$ cat config.mk
export PLATFORM = sky130hd
export DESIGN_NAME = fsc_ram
export DESIGN_NICKNAME = d
export VERILOG_FILES = /design/src/fsc_ram.sv
export SDC_FILE = /design/constraint.sdc
export NUM_CORES = 1
export LEC_CHECK = 0
export ABC_AREA = 1
export BUFFER_PORTS_ARGS = -buffer_cell sky130_fd_sc_hd__buf_2
export CORE_ASPECT_RATIO = 1.1
export CORE_MARGIN = 2
export CORE_UTILIZATION = 35
export CTS_CLUSTER_SIZE = 40
export DETAILED_ROUTE_END_ITERATION = 7
export GPL_TIMING_DRIVEN = 1
export PLACE_DENSITY = 0.61
export SYNTH_ARGS = -nofsm -noshare
export SYNTH_HDL_FRONTEND = slang
export SYNTH_SLANG_ARGS = --single-unit
$ cat constraint.sdc
create_clock -name clk -period 2.4 [get_ports clk]
set_input_delay 0.24 -clock clk [delete_from_list [all_inputs] [get_ports clk]]
set_output_delay 0.24 -clock clk [all_outputs]
set_load 0.01 [all_outputs]
$ cat src/fsc_ram.sv
module fsc_ram #(
  parameter int WIDTH = 32,
  parameter int DEPTH = 16,
  parameter int AW    = $clog2(DEPTH)
) (
  input  logic             clk,
  input  logic             we,
  input  logic [AW-1:0]    waddr,
  input  logic [WIDTH-1:0] wdata,
  input  logic [AW-1:0]    raddr,
  output logic [WIDTH-1:0] rdata
);

  logic [WIDTH-1:0] mem [DEPTH];

  always_ff @(posedge clk) begin
    if (we) begin
      mem[waddr] <= wdata;
    end
    rdata <= mem[raddr];
  end

endmodule

# Word-level counts from Yosys, hierarchy flattened

Memory sizes are Yosys's and may differ from the RTL's. A register that Yosys moved wholly into a read port is not among the register bits.
Index checks and enable logic that the tools add are counted.
W data, S select, Z words.

Flip-flop bits (word level): 0
Memory bits (writable): 512
Input port bits: 42
Output and inout port bits: 32
Word-level logic and storage cells: 3
Memories: 1

Muxes and demuxes: 2

Memory list:

| name | depth | bits a word | read ports | clocked after Yosys merged registers in | write ports | RTL line | text |
|---|---|---|---|---|---|---|---|
| mem  | 16    | 32          | 1          | 1                                       | 1           | 14       | `logic [WIDTH-1:0] mem [DEPTH];` |

Operators by type and width:

| cell    | count |
|---|---|
| $mux W1 | 2 |

# Logic depth before layout (Yosys ltp)

Gate-level depths: netlist of run 1.

Depth after elaboration: 2
Depth in mapped cells: 10
Mapped depth without buffers: 7

# Worst setup path after synthesis of run 1

No wires, ideal clock.

Path type: input-to-reg
Start point: input waddr[2]
End point: memory mem[10][0], enable pin
Setup time: 421 ps
Arrival time: 1812 ps
Data required time: 1979 ps
Setup slack: 167 ps
Stages on the path: 2
Path buffers: 0
Cell sequence: nand3b_1 nor2_1

RTL lines:

| element     | RTL line | text |
|---|---|---|
| from (decl) | 8        | `input logic [AW-1:0] waddr,` |
| to (decl)   | 14       |  |

No word-level cell before the write port.

# Final worst setup path of run 1

Start point: register rdata[10] (read register of mem)
End point: output rdata[10]

RTL lines:

| element     | RTL line | text |
|---|---|---|
| from (decl) | 11       | `output logic [WIDTH-1:0] rdata` |

No word-level cell between the ends.

==> flow_summary_export.csv, run 1 <==
group,metric,value,unit
worst_setup_path,slowest_stage,"dfxtp_1",
clock_tree,cts-buffers-inserted,53,
run,drv_cap,0,
yosys,synthTopCellsByArea,"edfxtp_1 (68%), nand2_1 (11%), nand3_1 (8.5%)",
floorplanning,ioPinCount,74,
hold_path,hp-class,"input port to flop",
timing,setup_violations,0,
timing,final_max_slew_viol_count,0,
global_route,grt_pass1_wl,83.7,mm
global_route,antenna_found_initial,3,
place,gp_congestion,0.747,
power_and_ir_drop,peakVddDrop,0.000447,V
final_layout,n_fill_cell,6073,
clock_tree,hold_buffers,6,
global_route,met3_usage,0.0274,
worst_setup_path,worstPathArrival,1160,ps
place,dp_cells,2977,
final_layout,final_common_cell,"nand2_1",
hold_path,holdPathEnd,"mem[8][12]",
final_layout,instances_no_fill,3083,
place,postPlaceCellArea,0.0242,mm^2
global_route,grt.busiest_layer,"met2",
floorplanning,rows,98,
detailed_routing,drc,0,
worst_setup_path,worst-setup-path-type,"flop to output pin",
clock_tree,htree_levels,2,
worst_setup_path,worstSetupEndpointType,"output pin",
floorplanning,die_w,247,um
timing,fin_crit_sh,0.585,
worst_setup_path,cp-start-kind,"flop",
hold_path,worstHoldPathCells,1,
worst_setup_path,required,2160,ps
floorplanning,die_h,271,um
yosys,yosys_warnings,0,
timing,maxSlewHeadroom,0.363,
worst_setup_path,cpPeakStageDelay,410,ps
floorplanning,dieArea,0.0670,mm^2
clock_tree,root_buffer,"clkbuf_16",
final_layout,fin_nets,2230,
timing,fin_setup_tns,0,ps
detailed_routing,first_pass_iters,5,
final_layout,final_cell_mix,"nand2_1 (677), edfxtp_1 (512), inv_1 (386), nand3_1 (385), buf_2 (71)",
global_route,grt.total_usage,0.161,
global_route,grt_start_max_net_pins,129,
clock_tree,postCtsSetupBuffers,0,
detailed_routing,dr_total_vias,14500,
final_layout,syn2layout_area_growth,13.8,%
detailed_routing,ant_nets,0,
clock_tree,cts_tree,"yes",
detailed_routing,first_iter_violations,1067,
worst_setup_path,cp_num_buf_inv,1,
clock_tree,clk_pin_slew,60,ps
final_layout,final_area,0.0259,mm^2
yosys,yosysTopAreaCell,"edfxtp_1",
worst_setup_path,rr_startpoint,"mem[15][27]",
clock_tree,clk_latency,600,ps
yosys,synth_fp_nets,2162,
timing,fmax,712,MHz
detailed_routing,drt-wirelength-per-cell,17.4,um
final_layout,drive_gt1_frac,0.0909,
power_and_ir_drop,p_per_area,767,mW/mm^2
timing,layout_min_cycle_time,1400,ps
yosys,synthDominantCellAreaShare,0.676,
run_status,status,"completed",
clock_tree,cts_resized,0,
place,io_buffers,73,
detailed_routing,wirelength,53.5,mm
yosys,ys_seq_area_frac,0.705,
worst_setup_path,r2r-end,"rdata[27]",
global_route,grt_use_met2,0.276,
yosys,yosysUniqueCellTypes,15,
worst_setup_path,critPathMaxFanout,1,
clock_tree,clockBufferDepth,3,
yosys,yosys_register_bits,544,
global_route,gr-total-overflow,0,
yosys,syn_inst,2120,
global_route,grt_pass1_vias,14700,
worst_setup_path,rrSetupSlack,1360,ps
timing,finalHoldViolations,0,
place,place_hpwl,28.4,mm
yosys,synth_area,0.0227,mm^2
floorplanning,start_util,0.352,
detailed_routing,via_per_inst,4.71,
hold_path,min_from,"wdata[12]",
power_and_ir_drop,leakage,10.9,nW
timing,rsz0062_at_grt,"false",
timing,tightest_slew,954,ps
worst_setup_path,path_cells,"buf_2",
timing,finClkSkew,19.6,ps
yosys,postSynthAreaPerCell,10.7,um^2
clock_tree,clock_sinks,544,
floorplanning,core-area,0.0646,mm^2
worst_setup_path,critPathTopFamily,"flip-flops",
worst_setup_path,crit_start,"rdata[10]",
global_route,met1_usage,0.208,
worst_setup_path,ff2ff_path_depth,6,
## per-stage QoR
stage                     hold WS, ps  setup WS (ps)  total power, W  utilization
after global placement            622            660          0.0121        0.374
after CTS                       0.181            971          0.0200        0.400
after detailed placement          629            613          0.0122        0.374
final                            32.3            996          0.0198        0.400
after floorplan                   339            167          0.0116            -
after global routing             20.3            955          0.0205        0.400
## worst max path at each step
| stage | endpoint | cells past startpoint | slack (ps) |
|---|---|---|---|
| after CTS | rdata[10] | 1 | 970 |
| after floorplan | mem[10][0] | 2 | 170 |
| after detailed placement | mem[8][8] | 4 | 610 |
| after global placement | mem[8][8] | 4 | 660 |
| after global routing | rdata[10] | 1 | 960 |
| final | rdata[10] | 1 | 1000 |
## where the power goes
group / switching (W) / internal (W) / total [W]
registers: 0.0000715 / 0.0106 / 0.0107
clock network: 0.00340 / 0.00449 / 0.00789
logic: 0.000888 / 0.000369 / 0.00126
total: 0.00436 / 0.0155 / 0.0198
## cells by family (layout without fill, tap and decap cells)
kind of cell / count (synthesis) / after routing / share of synthesized area
DFF: 544 / 544 / 0.705
and+or+nand+nor: 1081 / 1081 / 0.200
other: 0 / 1 / 0
buffers and inverters: 495 / 607 / 0.0954
## Yosys cell counts
master    count
buf_12        1
buf_2        41
buf_4         6
edfxtp_1    512
inv_2         1
nor2_1       17
nand2_1     677
buf_6        29
clkbuf_1     14
nand3_1     385
buf_1        14
dfxtp_1      32
inv_1       388
nand3b_1      2
inv_4         1
## metal layers
| layer | up-vias | wire (um) |
|---|---|---|
| li1 | 6975 | - |
| met1 | 7040 | 23100 |
| met2 | 402 | 26400 |
| met3 | 86 | 2850 |
| met4 | 4 | 1160 |
| met5 | - | 33 |
## area by class of cell
cell class	instances	area [um^2]	share of cell area
flip-flops and latches	544	16000	0.619
multi-input cells	1081	4670	0.180
clock buffers	80	1490	0.0575
inverters	390	1470	0.0569
well taps	850	1060	0.0411
repair buffers	118	1020	0.0393
clock inverters	19	153	0.00590
diodes	1	2.50	0.0000967
## flip-flops by register name, indices dropped and copies added (netlist names)
name   count
rdata     32
mem      512
(Power assumes the default switching activity.)
==> inputs of run 2 (changes only) <==
--- a/config.mk
+++ b/config.mk
@@ -13,7 +13,7 @@
 export CTS_CLUSTER_SIZE = 40
 export DETAILED_ROUTE_END_ITERATION = 7
 export GPL_TIMING_DRIVEN = 1
-export PLACE_DENSITY = 0.61
+export PLACE_DENSITY = 0.63
 export SYNTH_ARGS = -nofsm -noshare
 export SYNTH_HDL_FRONTEND = slang
 export SYNTH_SLANG_ARGS = --single-unit
==> constraint.sdc (replaced) <==
create_clock -name clk -period 1.1 [get_ports clk]
set_input_delay 0.11 -clock clk [delete_from_list [all_inputs] [get_ports clk]]
set_output_delay 0.11 -clock clk [all_outputs]
set_load 0.01 [all_outputs]
==> run 2 against run 1 <==
The flow now finishes with violations (setup timing). Final cell count increased by 3.2%. Design area increased by 6.2%. Sequential power increased by 120%. First-iteration DRC count increased by 14%. Sequential share of layout area decreased by 3.5 points. Clock power increased by 130%. Largest cell class unchanged. Power increased by 130%. Flip-flop and latch count unchanged. Largest power group unchanged. Combinational power increased to 2.6 times the previous value. Critical path type unchanged. Clock-buffer cell count decreased by 16.
==> flow_summary_export.csv, run 2 (synthesis results as in run 1) <==
group,metric,value,unit
hold_path,min_from,"raddr[2]",
timing,finClkSkew,23.1,ps
final_layout,fin_nets,2328,
final_layout,n_fill_cell,5927,
floorplanning,core-area,0.0646,mm^2
timing,holdWs,110,ps
timing,rsz0062_at_grt,"true",
hold_path,holdPathEnd,"rdata[22]",
final_layout,top_regs,"mem x512, rdata x32",
clock_tree,clockBufferDepth,3,
clock_tree,clock_sinks,544,
timing,fmax,846,MHz
worst_setup_path,rr_startpoint,"mem[0][3]",
worst_setup_path,worst-setup-path-type,"flop to output pin",
floorplanning,ioPinCount,74,
final_layout,drive_gt1_frac,0.136,
final_layout,syn2layout_area_growth,20.9,%
global_route,grt_pass1_vias,14800,
clock_tree,postCtsSetupBuffers,0,
power_and_ir_drop,total_power,0.0447,W
worst_setup_path,cp_num_buf_inv,1,
final_layout,final_common_cell,"nand2_1",
detailed_routing,drt-wirelength-per-cell,17.0,um
final_layout,utilization,0.425,
worst_setup_path,slowest_stage,"dfxtp_4",
worst_setup_path,critPathMaxFanout,1,
clock_tree,cts-buffers-inserted,53,
detailed_routing,dr_total_vias,14700,
detailed_routing,via_per_inst,4.64,
global_route,gr-total-overflow,0,
place,io_buffers,73,
detailed_routing,wirelength,54.2,mm
timing,layout_min_cycle_time,1180,ps
clock_tree,htree_levels,2,
floorplanning,dieArea,0.0670,mm^2
worst_setup_path,required,990,ps
worst_setup_path,path_cells,"buf_6",
hold_path,worstHoldPathCells,5,
global_route,grt.total_usage,0.163,
timing,maxSlewHeadroom,0.768,
detailed_routing,first_iter_violations,1218,
floorplanning,start_util,0.352,
worst_setup_path,rrSetupSlack,70,ps
detailed_routing,first_pass_iters,5,
final_layout,antennaDiodeCount,0,
worst_setup_path,worstPathArrival,1070,ps
timing,finalHoldViolations,0,
floorplanning,die_h,271,um
clock_tree,clk_pin_slew,60,ps
global_route,grt_pass1_wl,84.0,mm
place,place_hpwl,33.3,mm
global_route,grt_start_max_net_pins,53,
place,gp_congestion,0.816,
hold_path,hp-class,"input port to flop",
timing,final_max_slew_viol_count,0,
clock_tree,root_buffer,"clkbuf_16",
clock_tree,clk_latency,610,ps
run_status,violations,"setup timing",
detailed_routing,drc,0,
worst_setup_path,critPathTopFamily,"flip-flops",
worst_setup_path,cp-start-kind,"flop",
place,dp_slack,-232,ps
floorplanning,rows,98,
power_and_ir_drop,peakVddDrop,0.00117,V
power_and_ir_drop,p_per_area,1630,mW/mm^2
global_route,antenna_found_initial,0,
final_layout,final_cell_mix,"nand2_1 (672), edfxtp_1 (512), inv_1 (384), nand3_1 (382), buf_12 (62)",
detailed_routing,ant_nets,0,
final_layout,largest_register_ff_count,512,
timing,fin_ws,-82.6,ps
clock_tree,cts_tree,"yes",
worst_setup_path,ff2ff_path_depth,6,
worst_setup_path,r2r-end,"rdata[3]",
worst_setup_path,cpPeakStageDelay,360,ps
timing,tightest_slew,348,ps
timing,fin_crit_sh,1.08,
final_layout,top_register,"mem",
power_and_ir_drop,leakage,11.6,nW
run,drv_cap,0,
timing,setup_violations,32,
worst_setup_path,worstSetupEndpointType,"output pin",
run_status,status,"finished with violations",
floorplanning,die_w,247,um
[run 2: changes by cell type in the layout (fill, tap and decap cells not counted), sizes merged, moves of 2 or more]
cell | before | now
clkbuf | 81 | 65
clkinvlp | 0 | 7
clkinv | 17 | 26
buf | 111 | 182
dlygate4sd3 | 6 | 33
inv | 390 | 388
bufinv | 2 | 5
[run 2: worst max-delay path by stage]
stage	start	endpoint	slack [ps]	cells past startpoint
after floorplan	waddr[2]	mem[10][0]	-350	2
after detailed placement	raddr[0]	rdata[0]	-230	8
after global routing	rdata[11]	rdata[11]	-120	1
after global placement	waddr[3]	mem[4][28]	-230	5
after CTS	rdata[5]	rdata[5]	-120	1
final	rdata[29]	rdata[29]	-80	1
[run 2: area by class of cell]
type                    count  area (um^2)  area share
clock buffers              64         1390      0.0505
clock inverters            36          335      0.0122
inverters                 390         1480      0.0538
multi-input cells        1081         4730       0.172
flip-flops and latches    544        16000       0.584
well taps                 850         1060      0.0387
repair buffers            216         2440      0.0888
[run 2: worst min-delay path, stage by stage]
cell and delay, ps:
buf_2 150, buf_4 200, nand3_1 90, nand3_1 70, nand2_1 50
[run 2: what timing repair did]
action / in CTS / in global routing
endpoints found under the hold margin: 520 / 0
pin swaps: 0 / 0
hold buffers: 33 / 0
gates resized for setup: 34 / 12
endpoints found under the setup margin: 32 / 34
[run 2: report_power, final]
| group | internal (W) | switching (W) | total [W] |
|---|---|---|---|
| clock | 0.0102 | 0.00789 | 0.0181 |
| combinational | 0.00126 | 0.00204 | 0.00329 |
| sequential | 0.0232 | 0.000154 | 0.0233 |
| total | 0.0347 | 0.0101 | 0.0447 |
[run 2: per-layer routing]
metal  routed length [um]  global-route usage  vias up
met5                    0                   0        -
met4                 1390              0.0549        0
met3                 2690              0.0235       90
met2                27300               0.282      381
met1                22800               0.209     7096
li1                     -                   -     7181
[run 2: stage by stage]
stage	instance area (um^2)	setup TNS, ps	cells
floorplan	22900	-115430	2120
CTS	27400	-2750	3181
finish	27500	-1550	3181
global route	27500	-2860	3181
global placement	25300	-90230	3048
detailed placement	25300	-95350	3048
