### src/fsc_pkg.sv
package fsc_pkg;

  localparam int DATA_W     = 32;
  localparam int SQ_W       = 64;
  localparam int ROOT_W     = 32;
  localparam int MAT_DEPTH  = 16;
  localparam int PL_DEPTH   = 24;
  localparam int NUM_PLANES = 6;

  localparam logic [1:0] KIND_ROW     = 2'd0;
  localparam logic [1:0] KIND_EXTRACT = 2'd1;
  localparam logic [1:0] KIND_TEST    = 2'd2;

  localparam logic signed [DATA_W-1:0] INT_MAX = 32'sh7fff_ffff;
  localparam logic signed [DATA_W-1:0] INT_MIN = 32'sh8000_0000;

  typedef enum logic [1:0] {
    PM_PLUS  = 2'd0,
    PM_MINUS = 2'd1,
    PM_ALONE = 2'd2
  } pmode_t;

  typedef struct packed {
    logic [1:0]               kind;
    logic [1:0]               row_index;
    logic signed [DATA_W-1:0] elem_0;
    logic signed [DATA_W-1:0] elem_1;
    logic signed [DATA_W-1:0] elem_2;
    logic signed [DATA_W-1:0] elem_3;
    logic signed [DATA_W-1:0] center_x;
    logic signed [DATA_W-1:0] center_y;
    logic signed [DATA_W-1:0] center_z;
    logic [30:0]              radius;
  } req_t;

  typedef struct packed {
    logic       inside_res;
    logic [1:0] done_kind;
  } rsp_t;

  // Column combined with column 3 for each plane: left, right, top, bottom, near, far.
  function automatic logic [1:0] plane_col(input logic [2:0] p);
    logic [1:0] c;
    unique case (p)
      3'd0, 3'd1: c = 2'd0;
      3'd2, 3'd3: c = 2'd1;
      default:    c = 2'd2;
    endcase
    return c;
  endfunction

  function automatic pmode_t plane_mode(input logic [2:0] p);
    pmode_t m;
    unique case (p)
      3'd0, 3'd3: m = PM_PLUS;
      3'd4:       m = PM_ALONE;
      default:    m = PM_MINUS;
    endcase
    return m;
  endfunction

  function automatic logic signed [DATA_W-1:0] sat33(input logic signed [DATA_W:0] x);
    logic signed [DATA_W-1:0] r;
    if (x[DATA_W] != x[DATA_W-1]) begin
      r = x[DATA_W] ? INT_MIN : INT_MAX;
    end else begin
      r = x[DATA_W-1:0];
    end
    return r;
  endfunction

endpackage

### src/fsc_div.sv
module fsc_div #(
  parameter int DW = 48
) (
  input  logic                       clk,
  input  logic                       rst,
  input  logic                       start,
  input  logic [DW-1:0]              dividend,
  input  logic [fsc_pkg::DATA_W-1:0] divisor,
  output logic                       done,
  output logic [DW-1:0]              quotient
);
  import fsc_pkg::*;

  localparam int CW = $clog2(DW);

  logic              busy;
  logic [CW-1:0]     cnt;
  logic [DATA_W-1:0] dvs;
  logic [DATA_W-1:0] rem;
  logic [DATA_W:0]   rem_sh;
  logic              fits;

  // Restoring division, one quotient bit per cycle; the quotient shifts in
  // behind the dividend bits as they are consumed.
  assign rem_sh = {rem, quotient[DW-1]};
  assign fits   = rem_sh >= {1'b0, dvs};

  always_ff @(posedge clk) begin
    if (rst) begin
      busy <= 1'b0;
      done <= 1'b0;
    end else begin
      done <= 1'b0;
      if (start) begin
        busy     <= 1'b1;
        cnt      <= CW'(DW - 1);
        dvs      <= divisor;
        rem      <= '0;
        quotient <= dividend;
      end else if (busy) begin
        if (fits) begin
          rem <= DATA_W'(rem_sh - {1'b0, dvs});
        end else begin
          rem <= rem_sh[DATA_W-1:0];
        end
        quotient <= {quotient[DW-2:0], fits};
        cnt      <= cnt - CW'(1);
        if (cnt == '0) begin
          busy <= 1'b0;
          done <= 1'b1;
        end
      end
    end
  end

  a_start_idle: assert property (@(posedge clk) disable iff (rst) start |-> !busy)
    else $error("divider started while busy");
  a_done_pulse: assert property (@(posedge clk) disable iff (rst) done |=> !done)
    else $error("divider done held for more than one cycle");
  a_rem_range: assert property (@(posedge clk) disable iff (rst) busy |-> rem < dvs)
    else $error("divider remainder not below divisor");

endmodule

### config.mk
export PLATFORM = sky130hd
export DESIGN_NAME = fsc_div
export DESIGN_NICKNAME = d
export VERILOG_FILES = /design/src/fsc_pkg.sv /design/src/fsc_div.sv
export SDC_FILE = /design/constraint.sdc
export NUM_CORES = 1
export LEC_CHECK = 0
export BUFFER_PORTS_ARGS = -buffer_cell sky130_fd_sc_hd__buf_4
export CAP_MARGIN = 20
export CORE_ASPECT_RATIO = 1.75
export CORE_MARGIN = 4
export CORE_UTILIZATION = 54
export CTS_CLUSTER_DIAMETER = 40
export DETAILED_ROUTE_END_ITERATION = 10
export HOLD_SLACK_MARGIN = 0.15
export PLACE_DENSITY = 0.8
export SETUP_SLACK_MARGIN = 0.05
export SLEW_MARGIN = 15
export SYNTH_ARGS = -nofsm -noshare
export SYNTH_HDL_FRONTEND = slang
export SYNTH_SLANG_ARGS = --single-unit
### constraint.sdc
create_clock -name clk -period 13.83 [get_ports clk]
set_input_delay 2.766 -clock clk [delete_from_list [all_inputs] [get_ports clk]]
set_output_delay 2.766 -clock clk [all_outputs]
set_load 0.05 [all_outputs]
Word-level counts from Yosys, hierarchy flattened
Index checks and enable logic that the tools add are counted. W data, S select, Z words.

Add/subtract/negate cells: 2. $lt $le $gt $ge: 1. Mux-type cells: 9. Bitwise operators: 2. Reduce and logical (&&, ||, !) cells: 5.

Operator list (number): $mux W48 (2); $mux W32 (2); $ge A33 B32 Y1 (1); $sub A32 B32 Y32 (1); $logic_not A6 Y1 (1); $mux W6 (1); $sub A6 B1 Y6 const B (1); $mux W1 (4); $reduce_and A2 Y1 (2); $reduce_or A3 Y1 (1); $not A1 Y1 (2); $reduce_bool A2 Y1 (1).

Register bits after elaboration: 120. Output and inout bits: 49.

Longest topological paths before layout
Gate-level depths: netlist of run 1.

Depth in word-level cells: 4. Depth in mapped cells: 12. Depth with buffers taken out: 11.

Worst setup path after synthesis of run 1
Ideal clock, no wire load.

Kind: input -> register. Start: in start. End: reg cnt[0] (enable). Library setup time: 0.532 ns. Arrival time: 7.001 ns. Setup slack: 6.296 ns. Stages: 4. Path buffers: 2. Cells stage by stage: clkbuf_1 -> clkbuf_1 -> nor2_1 -> nor2_1.

Longest elaborated chain between the ends: 2.

RTL lines: start: declaration (line fsc_div.sv:6) `input logic start,`; $reduce_bool A2 Y1 (no line); $reduce_and A2 Y1 (no line); end signal: assignment (line fsc_div.sv:36) `cnt <= CW'(DW - 1);`; end signal: assignment (line fsc_div.sv:47) `cnt <= cnt - CW'(1);`; end: declaration (line fsc_div.sv:17) `logic [CW-1:0] cnt;`.

Every way passes these cells. A chain may end at the register's enable or synchronous reset.

Worst setup path in the final report of run 1
Start: in start. End: reg rem[10] (enable).

Longest elaborated chain between the ends: 2.

RTL lines: $reduce_bool A2 Y1 (no line); $reduce_and A2 Y1 (no line); end signal: assignment (line fsc_div.sv:42) `rem <= DATA_W'(rem_sh - {1'b0, dvs});`; end signal: assignment (line fsc_div.sv:44) `rem <= rem_sh[DATA_W-1:0];`; end: declaration (line fsc_div.sv:19) `logic [DATA_W-1:0] rem;`.

Every way passes these cells.

==> impl_metrics.json, run 1 <==
{
  "syn_nets": 735,
  "pwr-share-comb_pct": 27.4,
  "ys_ff_latch": 120,
  "synth_cell_types": 58,
  "cap_violations": 0,
  "pin_count": 132,
  "syn_area_per_cell_um2": 11.5,
  "max_slew_margin_pct": 27.0,
  "p_switching_mw": 0.385,
  "dpl.hpwl_mm": 12.2,
  "whs_ns": 0.500,
  "cts_tree": "built",
  "cts_resized": 0,
  "outcome": "finished clean",
  "dieArea_um2": 15100,
  "rsz0062_at_grt": "false",
  "drv_slew": 0,
  "cts_sinks": 120,
  "drcViolationCount": 0,
  "clockBufferDepth": 2,
  "holdCritPathClass": "reg -> reg",
  "synthFlopType": "edfxtp_1",
  "clockRootBuffer": "clkbuf_16",
  "die_h_um": 160,
  "worstPathRequired_ns": 13.85,
  "first_global_vias": 5870,
  "ir_drop_uv": 106,
  "synth_top_area_share_pct": 49.9,
  "viasPerCell": 5.83,
  "grt_max_degree": 86,
  "drt.antenna.violating_nets": 0,
  "synth_area_leaders": "edfxtp_1 50%, mux2_2 8.4%, ha_1 6.0%, inv_1 2.2%, nand2_1 2.2%",
  "synthCells": 617,
  "drt_pass1_iterations": 5,
  "design_area_um2": 8850,
  "postCtsSetupBuffers": 0,
  "dp.cells": 904,
  "overflow": 0,
  "fin_nets": 870,
  "insertion_delay_ns": 0.41,
  "layout-drive-gt1-share_pct": 32.2,
  "areaGrowthSynthToFinish_pct": 24.7,
  "tightest_slew_ns": 1.09,
  "gp_congestion": 0.920,
  "p_clk_share_pct": 35.8,
  "intPower_mw": 0.855,
  "hold_viol": 0,
  "holdBufCountCts": 0,
  "crit_path_start_kind": "input port",
  "dieWidth_um": 94.7,
  "detail_route.wl_per_cell_um": 18.3,
  "setup-tns-final_ns": 0,
  "setup_viol": 0,
  "switching_share_pct": 31.1,
  "antenna_found_initial": 0,
  "synth_top_area_cell": "edfxtp_1",
  "max_freq_ghz": 0.246,
  "ys_seq_area_share_pct": 50.5,
  "grt_pass1_wl_mm": 27.7,
  "sequentialPowerShare_pct": 36.8,
  "min_period_ns": 4.06,
  "rows": 55,
  "start_util_pct": 54.9,
  "yosys.cell_count.top_type": "edfxtp_1",
  "track_usage_pct": 23.1,
  "syn-cell-area_um2": 7100,
  "async_reset_ff_share_pct": 0,
  "power_mw": 1.24,
  "coreArea_um2": 12900,
  "setup_ws_ns": 9.77,
  "htreeDepth": 4,
  "synth-edff-count": 118,
  "fin_cells": 936,
  "final_util_pct": 68.4,
  "leakage_nw": 3.71,
  "synth.cells.most_frequent": "118 x edfxtp_1, 53 x mux2_2, 42 x inv_1, 42 x nand2_1, 38 x nor2_1",
  "via_count": 5453,
  "dp_slack_ns": 9.40,
  "endpoint_kind": "register",
  "criticalPathCategory": "in -> reg",
  "cts_buffers": 17,
  "insertedDiodeCount": 0,
  "finalWirelength_mm": 17.2,
  "power.density_nw_per_um2": 140,
  "crit_arrival_ns": 4.08,
  "post-route-period-util_pct": 29.4,
  "yosysWarningCount": 0,
  "skew_ns": 0.0136,
  "portBuffers": 131,
  "cp_max_fo": 81,
  "place_area_um2": 8260,
  "drtIter0Drc": 265,
  "clk_pin_slew_ns": 0.06
}
-- final cells by class --
cell class / instances / area (um2)
Sequential cell: 120 / 3580
Clock inverter: 15 / 168
Multi-Input combinational cell: 435 / 3260
Tap cell: 171 / 214
Clock buffer: 17 / 425
Inverter: 42 / 158
Timing Repair Buffer: 136 / 1040
Fill cell: 975 / 4090
-- sequential cells by signal (all words and copies together), names as in the netlist --
signal    cells
rem          32
done          1
cnt           6
dvs          32
busy          1
quotient     48
-- placed cells by master (no fill, tap or decap), types with 8 or more instances in the layout --
| cell | instances |
|---|---|
| edfxtp_1 | 118 |
| nand3_1 | 15 |
| nand2_1 | 42 |
| o21ai_0 | 28 |
| buf_4 | 135 |
| ha_1 | 34 |
| o21a_1 | 8 |
| xnor2_1 | 10 |
| mux2i_1 | 13 |
| nor2_1 | 36 |
| nand2b_1 | 8 |
| inv_1 | 42 |
| a21o_1 | 17 |
| nor3_1 | 20 |
| nor2b_1 | 17 |
| mux2_2 | 53 |
| mux2_4 | 9 |
| a211oi_1 | 8 |
| a21oi_1 | 30 |
| clkbuf_16 | 17 |
-- power by group through the flow --
stage / clock [mW] / combinational, mW / sequential, mW
finish: 0.444 / 0.340 / 0.456
CTS: 0.448 / 0.338 / 0.456
global route: 0.468 / 0.368 / 0.459
global placement: 0 / 0.322 / 0.462
detailed placement: 0 / 0.334 / 0.463
floorplan: 0 / 0.217 / 0.492
-- metal layers --
metal / vias up / global-route usage [%] / part of all wire [%]
met5: - / 0 / 0
li1: 2580 / - / -
met1: 2614 / 25.0 / 37
met2: 214 / 41.6 / 54
met3: 45 / 5.75 / 5.6
met4: 0 / 10.1 / 3.2
-- cells by family after synthesis --
| family | synth area share, % |
|---|---|
| fa+ha+maj | 6.27 |
| xor+xnor | 1.97 |
| flops | 50.5 |
| buf+inv | 3.72 |
| simple gates | 12.4 |
| mux | 12.1 |
| compound gates | 13.0 |
-- path summary, 6_finish.rpt --
path / start / to / slack (ns) / cells after the start
min: busy / done / 0.50 / 1
max: start / rem[10] / 9.77 / 4
min reg2reg: busy / done / 0.50 / 1
max reg2reg: dvs[1] / rem[28] / 10.02 / 11
-- worst max-delay path, cell delays in order --
cell,delay (ns)
buf_4,0.12
nor2_1,0.08
nor2_4,0.19
buf_4,0.84
Power figures use the tool's default switching activity.
==> run 2, diff against run 1 <==
Clock period 13.83 ns to 3.85 ns, I/O delays scaled along.
==> run 2 against run 1 <==
Effect of this change: critical path depth is 6 higher; utilization is 0.13 points higher; sequential share of layout area is 0.074 points lower; flip-flop and latch count stayed put; total power grew to 3.6 times the previous value; largest power group unchanged.
==> impl_metrics.json, run 2 (same netlist as run 1, synthesis figures left out) <==
{
  "use_met2_pct": 45.8,
  "dpl.hpwl_mm": 13.5,
  "final_cell_mix": "140 x buf_4, 118 x edfxtp_1, 53 x mux2_2, 42 x inv_1, 42 x nand2_1",
  "regMostFlops": "quotient",
  "drt_pass1_iterations": 8,
  "antenna_found_initial": 0,
  "cts_tree": "built",
  "grt_pass1_wl_mm": 29.3,
  "viasPerCell": 5.84,
  "finalWirelength_mm": 18.4,
  "grt_max_degree": 88,
  "post-route-period-util_pct": 87.9,
  "setup_viol": 0,
  "power.density_nw_per_um2": 503,
  "detail_route.wl_per_cell_um": 19.6,
  "fin_nets": 875,
  "min_period_ns": 3.39,
  "worstPathRequired_ns": 4.01,
  "coreArea_um2": 12900,
  "crit_chain": "ha_1 > a21oi_1 > nor2_1 > a2111o_1 > nor2b_4 > a31oi_4 > a31oi_4 > o21ai_4 > buf_4 > mux2_2",
  "drv_slew": 0,
  "n_fill_cell": 1017,
  "postCtsSetupBuffers": 0,
  "top_regs": "quotient: 48 flops, dvs: 32 flops, rem: 32 flops",
  "track_usage_pct": 25.2,
  "cp_max_fo": 16,
  "ir_drop_uv": 410,
  "criticalPathCategory": "reg -> reg",
  "drt.antenna.violating_nets": 0,
  "start_util_pct": 54.9,
  "endpoint_kind": "register",
  "clockBufferDepth": 2,
  "gp_congestion": 0.953,
  "areaGrowthSynthToFinish_pct": 24.9,
  "largest_reg_flops": 48,
  "drtIter0Drc": 289,
  "rows": 55,
  "setup-tns-final_ns": 0,
  "insertedDiodeCount": 0,
  "cts_buffers": 17,
  "drcViolationCount": 0,
  "cts_sinks": 120,
  "pin_count": 132,
  "dieArea_um2": 15100,
  "leakage_nw": 3.73,
  "tightest_slew_ns": 0.640,
  "htreeDepth": 4,
  "insertion_delay_ns": 0.42,
  "max_stage_delay_ns": 0.43,
  "cts_resized": 0,
  "crit_path_start_kind": "register",
  "dieWidth_um": 94.7,
  "first_global_vias": 5969,
  "portBuffers": 131,
  "final_common_cell": "buf_4",
  "crit_arrival_ns": 3.55,
  "slowest_stage": "edfxtp_1",
  "skew_ns": 0.0101,
  "overflow": 0,
  "layout-drive-gt1-share_pct": 32.9,
  "holdBufCountCts": 0,
  "met3_usage_pct": 5.94,
  "max_freq_ghz": 0.295,
  "power_mw": 4.46,
  "holdCritPathClass": "reg -> reg",
  "clockRootBuffer": "clkbuf_16",
  "via_count": 5494,
  "outcome": "finished clean",
  "dp_slack_ns": 0.520,
  "max_slew_margin_pct": 56.9,
  "hold_viol": 0,
  "die_h_um": 160,
  "setup_ws_ns": 0.464,
  "clk_pin_slew_ns": 0.07,
  "rsz0062_at_grt": "false",
  "grt-busiest-layer": "met2",
  "crit_top_cell": "a31oi_4",
  "cap_violations": 0,
  "use_met1_pct": 25.9
}
run 2: path summary, 6_finish.rpt:
check,startpoint,endpoint,slack [ns],depth (start not counted)
worst max register to register,rem[17],rem[3],0.46,10
worst max-delay path,rem[17],rem[3],0.46,10
worst min-delay path,busy,done,0.48,1
worst min register to register,busy,done,0.48,1
run 2: power by group:
part	internal [mW]	leakage (nW)	switching, mW	total, mW
clock network	0.915	0.282	0.675	1.59
registers	1.58	1.14	0.0533	1.64
logic	0.518	2.31	0.717	1.23
total	3.02	3.73	1.44	4.46
run 2: through the flow:
stage / area [um2] / utilization (%) / hold slack [ns] / std cells
6_report: 8870 / 68.5 / 0.481 / 941
4_1_cts: 8870 / 68.5 / 0.484 / 941
3_3_place_gp: 8290 / 64.1 / 0.468 / 909
3_5_place_dp: 8290 / 64.1 / 0.476 / 909
2_1_floorplan: 7110 / - / 0.460 / 617
5_1_grt: 8870 / 68.5 / 0.488 / 941
run 2: worst max-delay path, delay by kind of cell, from the launching register on:
family / cells / cell delay [ns]
compound gates: 5 / 1.32
fa+ha+maj: 1 / 0.40
buf+inv: 1 / 0.31
flops: 1 / 0.43
mux: 1 / 0.38
simple gates: 2 / 0.28
run 2: area by class of cell:
type	instances	area [um2]	area share [%]
Clock buffer	17	425	4.80
Clock inverter	15	154	1.74
Inverter	42	158	1.78
Multi-Input combinational cell	435	3260	36.8
Sequential cell	120	3580	40.4
Tap cell	171	214	2.41
Timing Repair Buffer	141	1070	12.1
run 2: layer usage:
metal | wire length [um] | vias up
li1 | - | 2593
met1 | 6350 | 2635
met2 | 10200 | 211
met3 | 1060 | 55
met4 | 815 | 0
met5 | 0 | -
==> run 3, diff against run 2 <==
Settings changed: ABC_AREA set to 1, GPL_TIMING_DRIVEN set to 1, PLACE_DENSITY 0.8 to 0.79.
==> run 3 against run 2 <==
Effect of this change: combinational power shrank 5%; critical path type unchanged; area after synthesis grew 10%; cell area grew 7.6%; critical endpoint is now rem[31]; largest power group is now clock; via count increased by 27%.
==> impl_metrics.json, run 3 <==
{
  "cts_buffers": 17,
  "coreArea_um2": 14000,
  "dieArea_um2": 16500,
  "hold_viol": 0,
  "min_period_ns": 2.58,
  "clockBufferDepth": 2,
  "ir_drop_uv": 342,
  "reg2regPathDepth": 14,
  "drt_pass1_iterations": 5,
  "async_reset_ff_share_pct": 0,
  "htreeDepth": 4,
  "syn_area_per_cell_um2": 7.52,
  "pin_count": 132,
  "post-route-period-util_pct": 67.0,
  "cp_max_fo": 25,
  "synth-edff-count": 118,
  "setup-tns-final_ns": 0,
  "grt_pass1_wl_mm": 34.2,
  "p_clk_share_pct": 37.0,
  "ys_seq_area_share_pct": 45.8,
  "synth_area_leaders": "edfxtp_1 45%, nand2_1 21%, inv_1 8.4%, ha_1 5.4%, nor2_1 4.6%",
  "drt.antenna.violating_nets": 0,
  "detail_route.wl_per_cell_um": 15.5,
  "crit_arrival_ns": 2.85,
  "slowest_stage": "edfxtp_1",
  "first_global_vias": 7141,
  "intPower_mw": 2.93,
  "switching_share_pct": 33.8,
  "pwr-share-comb_pct": 26.5,
  "areaGrowthSynthToFinish_pct": 22.1,
  "antenna_found_initial": 0,
  "overflow": 0,
  "drv_slew": 0,
  "cap_violations": 0,
  "fin_nets": 1290,
  "synth_top_area_share_pct": 45.3,
  "sequentialPowerShare_pct": 36.5,
  "die_h_um": 167,
  "via_count": 6950,
  "viasPerCell": 5.10,
  "routed-wl-met2_mm": 11.3,
  "postCtsSetupBuffers": 0,
  "design_area_um2": 9540,
  "grt_max_degree": 84,
  "dpl.hpwl_mm": 15.8,
  "final_common_cell": "nand2_1",
  "synth_cell_types": 34,
  "outcome": "finished clean",
  "p_switching_mw": 1.50,
  "dieWidth_um": 99.0,
  "hold_depth": 1,
  "holdBufCountCts": 0,
  "tightest_slew_ns": 0.875,
  "dp.cells": 1330,
  "whs_ns": 0.522,
  "regMostFlops": "quotient",
  "holdCritPathClass": "in -> reg",
  "synthFlopType": "edfxtp_1",
  "crit_chain": "ha_1 > nand2_1 > inv_1 > nand2_1 > nand2_1 > inv_1 > nand2_1 > inv_1 > nand2_4 > nand2_8 > nand2_8 > inv_6 > nor2_1 > nor2_1",
  "final_cell_mix": "438 x nand2_1, 173 x inv_1, 136 x buf_4, 118 x edfxtp_1, 94 x nor2_1",
  "rsz0062_at_grt": "false",
  "crit_path_start_kind": "register",
  "insertedDiodeCount": 0,
  "cts_tree": "built",
  "finalWirelength_mm": 21.1,
  "portBuffers": 131,
  "cts_resized": 0,
  "crit_top_cell": "nand2_1",
  "skew_ns": 0.0116,
  "synth_top_area_cell": "edfxtp_1",
  "fin_cells": 1362,
  "leakage_nw": 4.97,
  "wl_met1_mm": 7.56,
  "path_depth": 14,
  "crit_buf_inv": 4,
  "endpoint_kind": "register",
  "clk_pin_slew_ns": 0.06,
  "top_regs": "quotient: 48 flops, dvs: 32 flops, rem: 32 flops",
  "ys_ff_latch": 120,
  "syn-cell-area_um2": 7820,
  "yosysWarningCount": 0,
  "max_stage_delay_ns": 0.43,
  "synth.cells.most_frequent": "438 x nand2_1, 174 x inv_1, 118 x edfxtp_1",
  "drcViolationCount": 0,
  "synthCells": 1040,
  "drtIter0Drc": 394,
  "start_util_pct": 55.7,
  "crit_family": "simple AND/OR/NAND/NOR gates",
  "top_layer": "met4",
  "layout-drive-gt1-share_pct": 17.3,
  "setup_viol": 0,
  "clockRootBuffer": "clkbuf_16",
  "yosys.cell_count.top_type": "nand2_1",
  "track_usage_pct": 26.2,
  "gp_congestion": 0.978,
  "largest_reg_flops": 48,
  "power.density_nw_per_um2": 464,
  "cts_sinks": 120,
  "max_freq_ghz": 0.388,
  "reg2reg_setup_slack_ns": 1.27,
  "syn_nets": 1158,
  "max_slew_margin_pct": 41.7,
  "worstPathRequired_ns": 4.12,
  "insertion_delay_ns": 0.42,
  "criticalPathCategory": "reg -> reg",
  "rows": 57,
  "place_area_um2": 8950,
  "dr_wl_met3_mm": 1.25
}
==> run 3: worst paths after layout <==
| kind | from | to |
|---|---|---|
| worst min register to register | busy | done |
| worst min-delay path | divisor[1] | dvs[1] |
| worst max register to register | rem[15] | rem[31] |
| worst max-delay path | rem[15] | rem[31] |
==> run 3: through the flow <==
step                      setup slack [ns]  util [%]  total power [mW]
after floorplan                      0.624         -              2.47
after global placement                1.29      63.7              2.79
after detailed placement              1.27      63.7              2.81
after CTS                             1.28      67.9              4.44
after global routing                  1.14      67.9              4.65
final                                 1.27      67.9              4.43
==> run 3: routing by layer <==
layer  up-vias  track usage [%]
met5         -                0
met4         0             13.6
met3        63             4.62
met2       265             48.2
met1      3145             27.8
li1       3477                -
==> run 3: kinds of logic (layout without fill, tap and decap cells) <==
family | after synthesis | after routing | synth area share (%)
and+or+nand+nor | 639 | 639 | 34.5
buffers and inverters | 201 | 346 | 10.3
DFF | 120 | 120 | 45.8
adders and majority gates | 35 | 35 | 5.70
AOI/OAI and AO/OA | 30 | 30 | 2.02
xor gates and xnor gates | 15 | 15 | 1.68
==> run 3: final cells by class <==
cell class                      instances  area [um2]
Tap cell                              177         221
Clock buffer                           18         429
Multi-Input combinational cell        719        3450
Timing Repair Buffer                  136        1020
Sequential cell                       120        3580
Clock inverter                         14         163
Fill cell                            1208        4510
Inverter                              178         676
==> run 3: power groups by stage <==
stage	Clock, mW	Combinational (mW)	Sequential, mW
after CTS	1.65	1.17	1.62
after detailed placement	0	1.16	1.64
final	1.64	1.17	1.62
after floorplan	0	0.723	1.75
after global placement	0	1.15	1.64
after global routing	1.71	1.31	1.63
==> run 3: worst reg2reg max path, cell delays in order, from the launching register on <==
cell and delay [ns]:
edfxtp_1 0.43, ha_1 0.37, nand2_1 0.19, inv_1 0.07, nand2_1 0.07, nand2_1 0.09
inv_1 0.08, nand2_1 0.11, inv_1 0.14, nand2_4 0.09, nand2_8 0.18, nand2_8 0.15
inv_6 0.25, nor2_1 0.10, nor2_1 0.12
